File: src/design/crsi_pkg.sv
// Shared package of the Catmull-Rom series interpolator.
// Holds widths, status and mode codes, and the controller-datapath types.
// No dependencies.
package crsi_pkg;

  // Default table depth
  localparam int unsigned MAX_POINTS_DEF = 64;

  // Field widths
  localparam int unsigned TIME_W  = 32;
  localparam int unsigned VAL_W   = 17;
  localparam int unsigned STAT_W  = 3;
  localparam int unsigned MODE_W  = 2;
  localparam int unsigned ENTRY_W = TIME_W + 2 * VAL_W;

  // Fixed-point arithmetic
  localparam int unsigned FRAC_W  = 16;
  localparam int unsigned T_W     = FRAC_W + 1;       // t spans 0..1.0 inclusive
  localparam int unsigned H_W     = 24;               // Horner accumulator
  localparam int unsigned PROD_W  = H_W + T_W + 1;
  localparam int          Q_ONE   = 65536;

  // Divider sequencing
  localparam int unsigned DIV_STEPS = T_W;
  localparam int unsigned STEP_W    = 5;

  // Result status codes
  localparam logic [STAT_W-1:0] ST_INTERP  = 3'd0;
  localparam logic [STAT_W-1:0] ST_OUTSIDE = 3'd1;
  localparam logic [STAT_W-1:0] ST_TOOFEW  = 3'd2;
  localparam logic [STAT_W-1:0] ST_STORED  = 3'd3;
  localparam logic [STAT_W-1:0] ST_FULL    = 3'd4;
  localparam logic [STAT_W-1:0] ST_CLEARED = 3'd5;

  // Request mode codes; mode bit 1 selects a query
  localparam logic [MODE_W-1:0] MODE_CLEAR = 2'd0;
  localparam logic [MODE_W-1:0] MODE_LOAD  = 2'd1;
  localparam int unsigned       MODE_QUERY_BIT = 1;

  // One table entry
  typedef struct packed {
    logic [TIME_W-1:0] tstamp;
    logic [VAL_W-1:0]  val_a;
    logic [VAL_W-1:0]  val_b;
  } entry_t;

  // Table read address source
  typedef enum logic [2:0] {
    RD_ZERO,
    RD_LAST,
    RD_K,
    RD_KP1,
    RD_KM2
  } rd_sel_e;

  // Index register operation
  typedef enum logic [2:0] {
    K_HOLD,
    K_LOAD_N,
    K_SET_ONE,
    K_INC,
    K_DEC
  } k_op_e;

  // Spline lane operation
  typedef enum logic [1:0] {
    LANE_HOLD,
    LANE_INIT,
    LANE_MUL,
    LANE_ADD
  } lane_op_e;

  // Horner coefficient select
  typedef enum logic [1:0] {
    COEF_C2,
    COEF_C1,
    COEF_C0
  } coef_sel_e;

  // Controller to datapath commands
  typedef struct packed {
    logic              latch;
    logic              cnt_clr;
    logic              cnt_inc;
    k_op_e             k_op;
    rd_sel_e           rd_sel;
    logic              wr_en;
    logic              wr_new;
    logic              win_init;
    logic              win_shift;
    logic              cap_seg;
    logic              cap_p3;
    logic              div_step;
    lane_op_e          lane_op;
    coef_sel_e         coef_sel;
    logic              fin;
    logic [STAT_W-1:0] fin_status;
  } cmd_t;

  // Datapath to controller status
  typedef struct packed {
    logic [MODE_W-1:0] mode;
    logic              cnt_full;
    logic              cnt_zero;
    logic              cnt_lt2;
    logic              k_one;
    logic              k_last;
    logic              rd_gt;
    logic              rd_lt;
  } stat_t;

endpackage

File: src/design/crsi_ctrl.sv
// Controller state machine of the Catmull-Rom series interpolator.
// Sequences clear, sorted insert, segment search, division and spline steps.
// Depends on crsi_pkg.
module crsi_ctrl (
  input  logic             clk_i,
  input  logic             rst_ni,
  input  logic             start_i,
  input  crsi_pkg::stat_t  stat_i,
  output crsi_pkg::cmd_t   cmd_o,
  output logic             busy_o,
  output logic             done_o
);

  typedef enum logic [3:0] {
    S_IDLE,
    S_DEC,
    S_L_CMP,
    S_L_WNEW,
    S_Q_FIRST,
    S_Q_LAST,
    S_Q_SRD,
    S_Q_SCMP,
    S_Q_P3,
    S_DIV,
    S_SP_INIT,
    S_SP_MUL,
    S_SP_ADD,
    S_FIN
  } state_e;

  localparam logic [crsi_pkg::STEP_W-1:0] DIV_LAST = crsi_pkg::STEP_W'(crsi_pkg::DIV_STEPS - 1);
  localparam logic [crsi_pkg::STEP_W-1:0] SP_LAST  = crsi_pkg::STEP_W'(2);

  state_e                      state_q, state_d;
  logic [crsi_pkg::STEP_W-1:0] step_q, step_d;
  logic                        done_q;
  crsi_pkg::cmd_t              cmd;

  // Next state and command decode
  always_comb begin
    state_d        = state_q;
    step_d         = step_q;
    cmd            = '0;
    cmd.k_op       = crsi_pkg::K_HOLD;
    cmd.rd_sel     = crsi_pkg::RD_ZERO;
    cmd.lane_op    = crsi_pkg::LANE_HOLD;
    cmd.coef_sel   = crsi_pkg::COEF_C0;
    cmd.fin_status = crsi_pkg::ST_INTERP;
    unique case (state_q)
      S_IDLE: begin
        if (start_i) begin
          cmd.latch = 1'b1;
          state_d   = S_DEC;
        end
      end
      S_DEC: begin
        priority if (stat_i.mode[crsi_pkg::MODE_QUERY_BIT]) begin
          if (stat_i.cnt_lt2) begin
            cmd.fin        = 1'b1;
            cmd.fin_status = crsi_pkg::ST_TOOFEW;
          end else begin
            cmd.rd_sel = crsi_pkg::RD_ZERO;
            state_d    = S_Q_FIRST;
          end
        end else if (stat_i.mode == crsi_pkg::MODE_LOAD) begin
          if (stat_i.cnt_full) begin
            cmd.fin        = 1'b1;
            cmd.fin_status = crsi_pkg::ST_FULL;
          end else begin
            cmd.k_op   = crsi_pkg::K_LOAD_N;
            cmd.rd_sel = crsi_pkg::RD_LAST;
            state_d    = stat_i.cnt_zero ? S_L_WNEW : S_L_CMP;
          end
        end else begin
          cmd.cnt_clr    = 1'b1;
          cmd.fin        = 1'b1;
          cmd.fin_status = crsi_pkg::ST_CLEARED;
        end
      end
      // Entry k-1 is on the read port; move it up or drop the new point at k
      S_L_CMP: begin
        cmd.wr_en = 1'b1;
        if (stat_i.rd_gt) begin
          cmd.k_op   = crsi_pkg::K_DEC;
          cmd.rd_sel = crsi_pkg::RD_KM2;
          if (stat_i.k_one) begin
            state_d = S_L_WNEW;
          end
        end else begin
          cmd.wr_new     = 1'b1;
          cmd.cnt_inc    = 1'b1;
          cmd.fin        = 1'b1;
          cmd.fin_status = crsi_pkg::ST_STORED;
        end
      end
      S_L_WNEW: begin
        cmd.wr_en      = 1'b1;
        cmd.wr_new     = 1'b1;
        cmd.cnt_inc    = 1'b1;
        cmd.fin        = 1'b1;
        cmd.fin_status = crsi_pkg::ST_STORED;
      end
      S_Q_FIRST: begin
        if (stat_i.rd_gt) begin
          cmd.fin        = 1'b1;
          cmd.fin_status = crsi_pkg::ST_OUTSIDE;
        end else begin
          cmd.win_init = 1'b1;
          cmd.rd_sel   = crsi_pkg::RD_LAST;
          state_d      = S_Q_LAST;
        end
      end
      S_Q_LAST: begin
        if (stat_i.rd_lt) begin
          cmd.fin        = 1'b1;
          cmd.fin_status = crsi_pkg::ST_OUTSIDE;
        end else begin
          cmd.k_op = crsi_pkg::K_SET_ONE;
          state_d  = S_Q_SRD;
        end
      end
      S_Q_SRD: begin
        cmd.rd_sel = crsi_pkg::RD_K;
        state_d    = S_Q_SCMP;
      end
      // Scan for the first upper end at or past the query time
      S_Q_SCMP: begin
        cmd.rd_sel = crsi_pkg::RD_KP1;
        if (!stat_i.rd_lt || stat_i.k_last) begin
          cmd.cap_seg = 1'b1;
          step_d      = '0;
          state_d     = stat_i.k_last ? S_DIV : S_Q_P3;
        end else begin
          cmd.win_shift = 1'b1;
          cmd.k_op      = crsi_pkg::K_INC;
        end
      end
      S_Q_P3: begin
        cmd.cap_p3 = 1'b1;
        state_d    = S_DIV;
      end
      S_DIV: begin
        cmd.div_step = 1'b1;
        step_d       = step_q + 1'b1;
        if (step_q == DIV_LAST) begin
          state_d = S_SP_INIT;
        end
      end
      S_SP_INIT: begin
        cmd.lane_op = crsi_pkg::LANE_INIT;
        step_d      = '0;
        state_d     = S_SP_MUL;
      end
      S_SP_MUL: begin
        cmd.lane_op = crsi_pkg::LANE_MUL;
        state_d     = S_SP_ADD;
      end
      S_SP_ADD: begin
        cmd.lane_op = crsi_pkg::LANE_ADD;
        priority case (step_q)
          '0:           cmd.coef_sel = crsi_pkg::COEF_C2;
          1:            cmd.coef_sel = crsi_pkg::COEF_C1;
          default:      cmd.coef_sel = crsi_pkg::COEF_C0;
        endcase
        step_d  = step_q + 1'b1;
        state_d = (step_q == SP_LAST) ? S_FIN : S_SP_MUL;
      end
      S_FIN: begin
        cmd.fin        = 1'b1;
        cmd.fin_status = crsi_pkg::ST_INTERP;
      end
      default: begin
        state_d = S_IDLE;
      end
    endcase
    if (cmd.fin) begin
      state_d = S_IDLE;
    end
  end

  // State and registered strobe
  always_ff @(posedge clk_i or negedge rst_ni) begin
    if (!rst_ni) begin
      state_q <= S_IDLE;
      step_q  <= '0;
      done_q  <= 1'b0;
    end else begin
      state_q <= state_d;
      step_q  <= step_d;
      done_q  <= cmd.fin;
    end
  end

  assign cmd_o  = cmd;
  assign busy_o = (state_q != S_IDLE);
  assign done_o = done_q;

  // A result strobe always comes back in idle
  a_done_idle: assert property (@(posedge clk_i) disable iff (!rst_ni)
    done_q |-> state_q == S_IDLE)
    else $error("result strobe outside idle");

  // An accepted request is decoded next cycle
  a_accept_dec: assert property (@(posedge clk_i) disable iff (!rst_ni)
    (state_q == S_IDLE && start_i) |=> state_q == S_DEC)
    else $error("accepted request not decoded");

  // Divider never runs past its quotient width
  a_div_bound: assert property (@(posedge clk_i) disable iff (!rst_ni)
    state_q == S_DIV |-> step_q <= DIV_LAST)
    else $error("divider step out of range");

endmodule

File: config.mk
export PLATFORM = sky130hd
export DESIGN_NAME = crsi_ctrl
export DESIGN_NICKNAME = d
export VERILOG_FILES = /design/src/design/crsi_pkg.sv /design/src/design/crsi_ctrl.sv
export SDC_FILE = /design/constraint.sdc
export NUM_CORES = 1
export LEC_CHECK = 0
export BUFFER_PORTS_ARGS = -buffer_cell sky130_fd_sc_hd__buf_4
export CAP_MARGIN = 5
export CORE_MARGIN = 8
export CORE_UTILIZATION = 25
export CTS_BUF_LIST = sky130_fd_sc_hd__clkbuf_4 sky130_fd_sc_hd__clkbuf_8
export DETAILED_ROUTE_END_ITERATION = 8
export PLACE_DENSITY = 0.44
export RECOVER_POWER = 50
export SETUP_SLACK_MARGIN = 0.15
export SLEW_MARGIN = 20
export SYNTH_ARGS = -nofsm -noshare
export SYNTH_HDL_FRONTEND = slang
export SYNTH_SLANG_ARGS = --single-unit
File: constraint.sdc
create_clock -name clk_i -period 2.8 [get_ports clk_i]
set_input_delay 0.56 -clock clk_i [delete_from_list [all_inputs] [get_ports clk_i]]
set_output_delay 0.56 -clock clk_i [all_outputs]
set_load 0.1 [all_outputs]
# Word level (Yosys, flattened, before mapping)
# Index checks and enable logic that the tools add are counted.
[op_classes] addsub=1 n_eq_ne=29 mux=53 n_reduce_logical=10
[ops] cell="2-to-1 mux 4 bit" count=21
[ops] cell="one-hot mux 4 bit (13 select lines)" count=1
[ops] cell="equality test 4 bit (second input constant)" count=6
[ops] cell="one-hot mux 4 bit (6 select lines)" count=1
[ops] cell="!= test 3 bit (second input constant)" count=7
[ops] cell="equality test 4 x 3 -> 1 bit (second input constant)" count=4
[ops] cell="2-to-1 mux 1 bit" count=15
[ops] cell="one-hot mux 3 bit (5 select lines)" count=1
[ops] cell="one-hot mux 5 bit (3 select lines)" count=1
[ops] cell="!= test 4 bit (second input constant)" count=3
[ops] cell="one-hot mux 3 bit (4 select lines)" count=1
[ops] cell="AND reduction 11 bit" count=1
[ops] cell="equality test 4 x 2 -> 1 bit (second input constant)" count=2
[ops] cell="2-to-1 mux 2 bit" count=4
[ops] cell="one-hot mux 2 bit (2 select lines)" count=2
[ops] cell="2-to-1 mux 3 bit" count=2
[ops] cell="2-to-1 mux 6 bit" count=1
[ops] cell="one-hot mux 2 bit (3 select lines)" count=1
[ops] cell="adder 5 x 1 -> 5 bit (second input constant)" count=1
[ops] cell="equality test 5 x 1 -> 1 bit (second input constant)" count=1
[ops] cell="equality test 5 x 2 -> 1 bit (second input constant)" count=1
[ops] cell="equality test 5 bit (second input constant)" count=1
[ops] cell="zero test 5 bit" count=1
[ops] cell="2-to-1 mux 5 bit" count=1
[ops] cell="12 further kinds" count=13
[totals] reg_bits=10 input_bits=12 output_inout_bits=26 elab_cells=96

# Depth between registers and ports, before layout
[depth] word_depth=6 mapped_depth=6 ltp_nobuf=6

# Least setup slack after synthesis
# Ideal clock, no wire load.
[synth_timing] path_type="reg2out" start="reg state_q[2]" end="out cmd_o[3] in the netlist's numbering" t_arrival_ns=3.298 required_ns=2.240 setup_slack_ns=-1.058 stages_incl_launch_ff=5 path_buffers=1 cell_sequence="dfrtp_1 > buf_2 > or4b_1 > o22ai_1 > a311o_2"
[synth_lines] item="start: declaration" line_no="crsi_ctrl.sv:34" rtl="state_e state_q, state_d;"
[synth_lines] item="start signal: assignment" line_no="crsi_ctrl.sv:188" rtl="state_q <= state_d;"
[synth_lines] item="end: declaration" line_no="crsi_ctrl.sv:9" rtl="output crsi_pkg::cmd_t cmd_o,"

==> results_dict.tcl <==
set metrics [dict create \
    outcome "finished clean" \
    rows 23 \
    fillCellCount 432 \
    die_h_um 80.1 \
    critPathCaptureType "primary output" \
    synth_largest_area_cell "dfrtp_1" \
    initial_core_util_pct 25.9 \
    regArea_um2 251 \
    grt_pass1_wl_um 5220 \
    ys_warn_count 0 \
    via_per_inst 4.84 \
    rsz0062_at_grt "no" \
    finalWeightedCongestion 0.728 \
    core_area_um2 3970 \
    synth_ff_type "dfrtp_1" \
    yosysSeqAreaShare_pct 24.3 \
    clock_latency_ns 0.23 \
    min_path_type "in -> async" \
    syn_area_per_cell_um2 7.79 \
    pre_cts_ws_ns 0.400 \
    cts.clk_slew.worst_paths_ns 0.05 \
    drc_errors 0 \
    ys_types 47 \
    finalHoldViolCount 0 \
    fin_nets 183 \
    die_x_um 80.1 \
    async_flop_share_pct 100 \
    drtAntennaViolNets 0 \
    area_growth_pct 42.6 \
    period_needed_ns 2.60 \
    cts_buffer_depth 2 \
    synth-edff-count 0 \
    drive_gt1_share_pct 40.0 \
    htreeDepth 1 \
    grt_start_max_net_pins 17 \
    io_pins 38 \
    tightest_slew_ns 1.17 \
    dp.cells 212 \
    drt_pre_antenna_iters 4 \
    detail_route.wirelength_um 3210 \
    avgRoutedWirePerCell_um 14.9 \
    hold_buffers 0 \
    antenna_cells 0 \
    postCtsSetupRepairBufs 0 \
    routed-via-count 1040 \
    yosys-top-cells-area "dfrtp_1, ha_1, nor2_1" \
    setup_viol 0 \
    fin_cells 215 \
    max_freq_ghz 0.385 \
    period_share_pct 92.8 \
    multiInputGateArea_um2 782 \
    synth_fp_nets 148 \
    synth_top_area_share_pct 24.3 \
    cts_sinks 10 \
    cts_inserted_buffers 3 \
    first_iter_violations 46 \
    drv_cap 0 \
    slew_headroom_pct 22.5 \
    grt_pass1_vias 1046 \
    cts_tree "done" \
    portBuffers 37 \
    clockRootBuffer "clkbuf_8" \
    setup_slack_ns 0.201 \
    arrival_ns 2.04 \
    antenna_found_initial 0 \
    synth_area_um2 1030 \
    ys_ff_latch 10 \
    syn-instance-count 132 \
    rrSetupSlack_ns 0.86 \
    track_usage_pct 10.1 \
    slew_violations 0 \
    tns_ns 0 \
    critical_path_required_ns 2.24 \
    overflow 0 \
    dieArea_um2 6420 \
    clock_skew_ns 0.00350 \
    dp_hpwl_um 2550 \
    crit_path_start_kind "flip-flop" \
    path_max_fanout 7 \
    path_class "reg -> out" \
]
## Yosys cell counts, types with 2 or more instances
cell type and count:
clkbuf_1 3, o211ai_1 2, nor3_1 4, nor2_1 12, nand3b_1 2, nand2b_1 7
and2_1 4, ha_1 4, nand3_1 4, or2_2 2, nor2b_1 4, xor2_1 4
nand2_1 10, or2_1 2, o21ai_1 2, o22ai_1 4, buf_2 5, inv_1 6
nor3b_1 2, o22a_1 2, a21oi_1 7, nand4_1 2, dfrtp_1 10, o21ai_0 5
## cell type report
| type | count | share of cell area, % |
|---|---|---|
| multi-input cells | 105 | 53.3 |
| repair buffers | 41 | 20.9 |
| flip-flops and latches | 10 | 17.2 |
| well taps | 50 | 4.27 |
| clock buffers | 3 | 2.82 |
| inverters | 6 | 1.54 |
## kinds of logic (layout without fill, tap and decap cells)
group,after synthesis,count (layout),share of synthesized area (%)
AND/OR/NAND/NOR,66,66,37.8
AO/OA/AOI/OAI,31,31,21.7
adder cells (fa/ha/maj),4,4,4.87
buffers and inverters,17,50,7.91
XOR/XNOR,4,4,3.41
flip-flops,10,10,24.3
## worst paths after layout
check                           start    endpoint  cells after the start
hold reg to reg             step_q[4]   step_q[4]                      2
setup reg to reg           state_q[2]  state_q[0]                      5
setup / recovery           state_q[2]    cmd_o[0]                      4
hold / removal                 rst_ni   step_q[1]                      1
min in group clk_i          step_q[4]   step_q[4]                      2
max in group asynchronous      rst_ni  state_q[3]                      1
## layout by cell type, fill, tap and decap left out, types with 3 or more instances in the layout
cell and count:
a21oi_2 3, buf_4 34, dfrtp_1 9, nand2b_1 6
and2_1 4, clkbuf_8 3, a21oi_1 5, buf_6 3
nor2_2 4, ha_1 4, nand2_1 10, inv_1 6
xor2_1 4, nand3_1 4, nor2b_1 4, o21ai_0 6
nor2_1 7
## per-stage QoR
step / hold WS, ns / utilization [%] / area [um^2]
4_1_cts: 0.150 / 37.0 / 1470
6_report: 0.289 / 36.9 / 1470
5_1_grt: 0.332 / 36.9 / 1470
2_1_floorplan: 0.264 / - / 1110
3_3_place_gp: 0.402 / 35.6 / 1420
3_5_place_dp: 0.403 / 35.6 / 1420
## critical path, cell delays in order (launching register included)
cell and delay, ns:
dfrtp_1 0.47, or4b_4 0.60, or2_4 0.28, o22ai_1 0.15
buf_4 0.31
## flip-flops by register name (all words and copies together) (netlist names)
register  count
step_q        5
state_q       4
done_o        1
## repair_timing
action / 4_1_cts / 5_1_grt
gates resized for setup: 3 / 6
setup endpoints to repair: 3 / 4
gates cloned: 0 / 0
## per-layer routing
metal	share of wire (%)	GRT usage [%]	wire length (um)	vias up
li1	-	-	-	535
met1	46	12.7	1470	483
met2	47	16.3	1490	22
met3	7.7	4.24	248	0
met4	0	0.545	0	0
met5	0	0	0	-
Power is not shown: default switching activity piles up to over one toggle a cycle in this logic, so the estimate is an artifact.
